<file path="config.mk">
export PLATFORM = sky130hd
export DESIGN_NAME = ewh_divider
export DESIGN_NICKNAME = d
export VERILOG_FILES = /design/src/rtl/core/ewh_pkg.sv /design/src/rtl/core/ewh_divider.sv
export SDC_FILE = /design/constraint.sdc
export NUM_CORES = 1
export LEC_CHECK = 0
export ABC_AREA = 0
export BUFFER_PORTS_ARGS = -buffer_cell sky130_fd_sc_hd__buf_2
export CORE_MARGIN = 2
export CORE_UTILIZATION = 55
export DETAILED_ROUTE_END_ITERATION = 12
export PLACE_DENSITY = 0.84
export SYNTH_ARGS = -nofsm -noshare
export SYNTH_HDL_FRONTEND = slang
export SYNTH_SLANG_ARGS = --single-unit
export TNS_END_PERCENT = 30
</file>
<file path="constraint.sdc">
create_clock -name clk -period 4.6 [get_ports clk]
set_input_delay 0.46 -clock clk [delete_from_list [all_inputs] [get_ports clk]]
set_output_delay 0.46 -clock clk [all_outputs]
set_load 0.05 [all_outputs]
</file>
<file path="src/rtl/core/ewh_pkg.sv">
`timescale 1ns / 1ps
// ----------------------------------------------------------------------------
// ewh_pkg
// Shared widths, codes and defaults for the equal-width histogram block.
// ----------------------------------------------------------------------------
package ewh_pkg;

  // Default capacity of the count memory.
  localparam int MAX_BINS_DEF = 1024;

  // Field widths.
  localparam int SAMPLE_W = 32;
  localparam int START_W  = 32;
  localparam int WIDTH_W  = 16;
  localparam int NBINS_W  = 11;
  localparam int INDEX_W  = 10;
  localparam int COUNT_W  = 32;
  localparam int EDGE_W   = 33;

  // The offset of a sample from the range start needs one bit more than a sample.
  localparam int DIVIDEND_W = SAMPLE_W + 1;
  localparam int DIV_CNT_W  = $clog2(DIVIDEND_W);
  localparam int PROD_W     = INDEX_W + WIDTH_W;

  // Stream packing.
  localparam int IN_DATA_W  = ((SAMPLE_W + INDEX_W + 7) / 8) * 8;
  localparam int OUT_DATA_W = ((COUNT_W + EDGE_W + 7) / 8) * 8;

  // Configuration port.
  localparam int CFG_ADDR_W = 2;
  localparam int CFG_DATA_W = 32;
  localparam logic [CFG_ADDR_W-1:0] REG_RANGE_START = 2'd0;
  localparam logic [CFG_ADDR_W-1:0] REG_BIN_WIDTH   = 2'd1;
  localparam logic [CFG_ADDR_W-1:0] REG_BIN_COUNT   = 2'd2;

  // Reset values of the registers.
  localparam logic [START_W-1:0] RANGE_START_RST = '0;
  localparam logic [WIDTH_W-1:0] BIN_WIDTH_RST   = 16'd1;
  localparam logic [NBINS_W-1:0] BIN_COUNT_RST   = 11'd1024;

  // Command codes carried in tuser.
  localparam logic CMD_ADD  = 1'b0;
  localparam logic CMD_READ = 1'b1;

endpackage

</file>
<file path="src/rtl/core/ewh_divider.sv">
`timescale 1ns / 1ps
// ----------------------------------------------------------------------------
// ewh_divider
// Restoring divider, one quotient bit per cycle, for the sample offset.
// ----------------------------------------------------------------------------
module ewh_divider
  import ewh_pkg::*;
(
  input  logic                  clk,
  input  logic                  rst_n,
  input  logic                  start,
  input  logic [DIVIDEND_W-1:0] dividend,
  input  logic [WIDTH_W-1:0]    divisor,
  output logic                  done,
  output logic [DIVIDEND_W-1:0] quotient
);

  logic                  busy_r, busy_nxt;
  logic                  done_r, done_nxt;
  logic [DIV_CNT_W-1:0]  cnt_r, cnt_nxt;
  logic [WIDTH_W-1:0]    rem_r, rem_nxt;
  logic [DIVIDEND_W-1:0] quo_r, quo_nxt;
  logic [WIDTH_W-1:0]    dvs_r, dvs_nxt;
  logic [WIDTH_W:0]      trial;
  logic [WIDTH_W:0]      diff;
  logic                  fits;

  // The dividend shifts out of quo_r from the top while quotient bits enter below.
  assign trial = {rem_r, quo_r[DIVIDEND_W-1]};
  assign diff  = trial - {1'b0, dvs_r};
  assign fits  = (trial >= {1'b0, dvs_r});

  always_comb begin
    busy_nxt = busy_r;
    done_nxt = 1'b0;
    cnt_nxt  = cnt_r;
    rem_nxt  = rem_r;
    quo_nxt  = quo_r;
    dvs_nxt  = dvs_r;
    if (start) begin
      busy_nxt = 1'b1;
      cnt_nxt  = '0;
      rem_nxt  = '0;
      quo_nxt  = dividend;
      dvs_nxt  = divisor;
    end else if (busy_r) begin
      rem_nxt = fits ? diff[WIDTH_W-1:0] : trial[WIDTH_W-1:0];
      quo_nxt = {quo_r[DIVIDEND_W-2:0], fits};
      cnt_nxt = cnt_r + 1'b1;
      if (cnt_r == DIV_CNT_W'(DIVIDEND_W - 1)) begin
        busy_nxt = 1'b0;
        done_nxt = 1'b1;
      end
    end
  end

  always_ff @(posedge clk) begin
    if (!rst_n) begin
      busy_r <= 1'b0;
      done_r <= 1'b0;
      cnt_r  <= '0;
    end else begin
      busy_r <= busy_nxt;
      done_r <= done_nxt;
      cnt_r  <= cnt_nxt;
    end
  end

  always_ff @(posedge clk) begin
    rem_r <= rem_nxt;
    quo_r <= quo_nxt;
    dvs_r <= dvs_nxt;
  end

  assign done     = done_r;
  assign quotient = quo_r;

endmodule

</file>
==> metrics.md <==
| Metric | Value |
|---|---|
| Outcome | complete, no violations |
| GP Congestion | 0.929 |
| Max-slew violations | 0 |
| Design area | 0.00472 mm2 |
| GR Util met2 | 39.4% |
| NumNets Final | 512 |
| Worst slew margin relative to its limit | 41.8% |
| GRT Total Usage | 25.1% |
| Worst hold path class | in -> reg |
| Full die area | 0.00788 mm2 |
| Post-DRT Antenna Nets | 0 |
| Cell Area, Synth | 0.00395 mm2 |
| Startpoint types | flip-flop |
| Area Growth Syn to Fin | 19.3% |
| Top post-synthesis cells by area | edfxtp_1 37%, dfxtp_1 12%, mux2_2 9.4% |
| Mean routed wirelength per cell | 17.1 um |
| Worst-path cell chain | inv_1 > ha_1 > a21oi_1 > o21ai_0 > or3_4 > nor3_2 > buf_4 > nor2_1 > mux2_2 |
| Routing usage on met1 | 32.5% |
| IO Pins | 86 |
| Cells after Synth | 354 |
| Synthesized flop and latch total | 73 |
| DR iter-0 viols | 327 |
| DP HPWL | 6630 um |
| PortBufs | 85 |
| Antenna diodes | 0 |
| Crit end category | flip-flop |
| Clk_skew | 0.0118 ns |
| Initial antenna violation count | 0 |
| CTS tree | yes |
| Max VDD drop | 348 uV |
| Drt total wl | 9270 um |
| Hold Buf Count CTS | 0 |
| Vias in the first global route | 3196 |
| Routing usage on met3 | 7.65% |
| GRT overflow | 0 |
| Post-synth ARST share | 0% |
| # DRC | 0 |
| Vias/cell | 5.87 |
| Die Wd | 88.8 um |
| Pre-CTS setup slack | 1.93 ns |
| Syn Area/Cell | 11.2 um2 |
| Final setup TNS | 0 ns |
| Pre-antenna DRT Iters | 5 |
| Htree depth | 3 |
| Sink Count | 73 |
| Max-cap viol count | 0 |
| First-pass GRT wire length | 14900 um |
| Worst-Margin Slew | 0.870 ns |
| Mapped Nets | 425 |
| Worst path bufs/invs | 2 |
| Final hold slack | 0.278 ns |
| Final period util | 59.0% |
| Crit Path Max Fanout | 14 |
| Synth cell types | 59 |
| Crit path kind | reg -> reg |
| Data arrival, critical path | 2.82 ns |
| CORE AREA | 0.00687 mm2 |
| Clock buffer depth | 2 |
| Starting Density | 57.6% |
| Top delay family on crit path | simple AND/OR/NAND/NOR gates |
| Worst-skew pair later-pin latency | 0.36 ns |
| Row count | 30 |
| Pwr Total | 0.00180 W |
| Most frequent cells in the layout | 85 x buf_2, 49 x edfxtp_1, 33 x mux2_2 |
| FMAX | 0.369 GHz |
| CTS buffer count | 9 |
| CP required | 4.70 ns |
| Commonest non-fill, non-tap cell in the layout | buf_2 |
| CTS root buf | clkbuf_8 |
| Clock slew at reported path FFs | 0.08 ns |
| Synth area leader | edfxtp_1 |
| Busiest grt layer | met2 |
| Post-synth top flop | edfxtp_1 |
| Slack of the critical path | 1.89 ns |
| Cell Pwr Density | 382 mW/mm2 |
| Final Hold Viols | 0 |
| Share of Yosys cell area claimed by the top area cell type | 37.2% |
| Largest net degree at the start of global routing | 47 |
| Final setup vio count | 0 |
| Sequential area share after synthesis | 49.4% |
| Yosys warning total | 0 |
| PostCTS Resize Cnt | 0 |
| Max stage delay on crit path | 0.43 ns |
| Critical-path top delay cell | or3_4 |
| Die height | 88.8 um |
| Layout cells sized above 1 | 34.1% |
| Total number of vias | 3181 |
| RSZ-0062 raised after global routing | false |
| Placed cell area | 0.00447 mm2 |
| Post-synth EDFFs | 49 |
| Leak | 1.91 nW |
| Post-CTS Repair Setup Buffers | 0 |
| Final min period | 2.71 ns |
[cell families after synthesis]
family	count (synthesis)	synth area share, %
AOI/OAI and AO/OA	90	16.5
xor gates and xnor gates	10	2.22
adders and majority gates	19	6.20
buffers and inverters	39	4.18
DFF	73	49.4
muxes	35	9.91
and+or+nand+nor	88	11.6
[metrics by stage]
stage                     cells  util, %
after detailed placement    526     65.1
after floorplan             354        -
after CTS                   542     68.7
after global placement      526     65.1
final                       542     68.7
after global routing        542     68.7
[worst register-to-register path: stages, from the launching register on]
cell      delay (ns)
edfxtp_1        0.32
inv_1           0.04
ha_1            0.34
a21oi_1         0.30
o21ai_0         0.26
or3_4           0.43
nor3_2          0.10
buf_4           0.24
nor2_1          0.13
mux2_2          0.28
[cell type report]
| class | instances | area (um2) |
|---|---|---|
| Inverter | 24 | 90.1 |
| Tap cell | 96 | 120 |
| Fill cell | 514 | 2150 |
| Sequential cell | 73 | 1950 |
| Timing Repair Buffer | 91 | 470 |
| Multi-Input combinational cell | 242 | 1840 |
| Clock inverter | 7 | 124 |
| Clock buffer | 9 | 124 |
[per-layer routing]
layer	share of wire [%]	wire length (um)
met1	42	3870
met2	48	4470
met3	8.3	769
met4	1.7	162
met5	0	0
[sequential cells by signal, summed over array words and instances, names as in the netlist]
name / cells
rem_r: 16
dvs_r: 16
done: 1
cnt_r: 6
busy_r: 1
quotient: 33
[power by group]
| group | internal, W | switching [W] |
|---|---|---|
| clock network | 0.000365 | 0.000259 |
| registers | 0.000759 | 0.0000250 |
| logic | 0.000131 | 0.000262 |
| total | 0.00126 | 0.000546 |
[synth_stat cells (2+ instances only)]
| library cell | number |
|---|---|
| o211ai_1 | 11 |
| o21ai_0 | 11 |
| xnor2_1 | 5 |
| o21bai_1 | 4 |
| o31a_1 | 2 |
| or3_1 | 3 |
| clkbuf_1 | 9 |
| nand3_1 | 6 |
| o41ai_1 | 2 |
| a211oi_1 | 9 |
| a2111oi_2 | 2 |
| edfxtp_1 | 49 |
| nor2b_1 | 4 |
| or3_4 | 2 |
| mux2i_1 | 2 |
| or4_1 | 3 |
| dfxtp_1 | 24 |
| buf_6 | 2 |
| o21a_1 | 3 |
| nand2b_1 | 2 |
| nor3_1 | 9 |
| a21oi_1 | 20 |
| ha_1 | 18 |
| a21o_1 | 2 |
| xor2_1 | 5 |
| a31oi_1 | 2 |
| inv_1 | 23 |
| and2_1 | 3 |
| mux2_2 | 33 |
| o31ai_1 | 5 |
| buf_2 | 3 |
| nor2_1 | 20 |
| nand2_1 | 20 |
| o311ai_0 | 3 |
| nand4_1 | 9 |
[final timing paths]
check / slack (ns) / endpoint / start / cells past startpoint
setup / recovery: 1.89 / quotient[0]$_DFFE_PP_ / dvs_r[12]$_DFFE_PP_ / 9
hold / removal: 0.28 / dvs_r[15]$_DFFE_PP_ / divisor[15] / 1
setup reg to reg: 1.89 / quotient[0]$_DFFE_PP_ / dvs_r[12]$_DFFE_PP_ / 9
hold reg to reg: 0.48 / rem_r[15]$_SDFFE_PP0P_ / rem_r[15]$_SDFFE_PP0P_ / 2
Power figures use the tool's default switching activity.
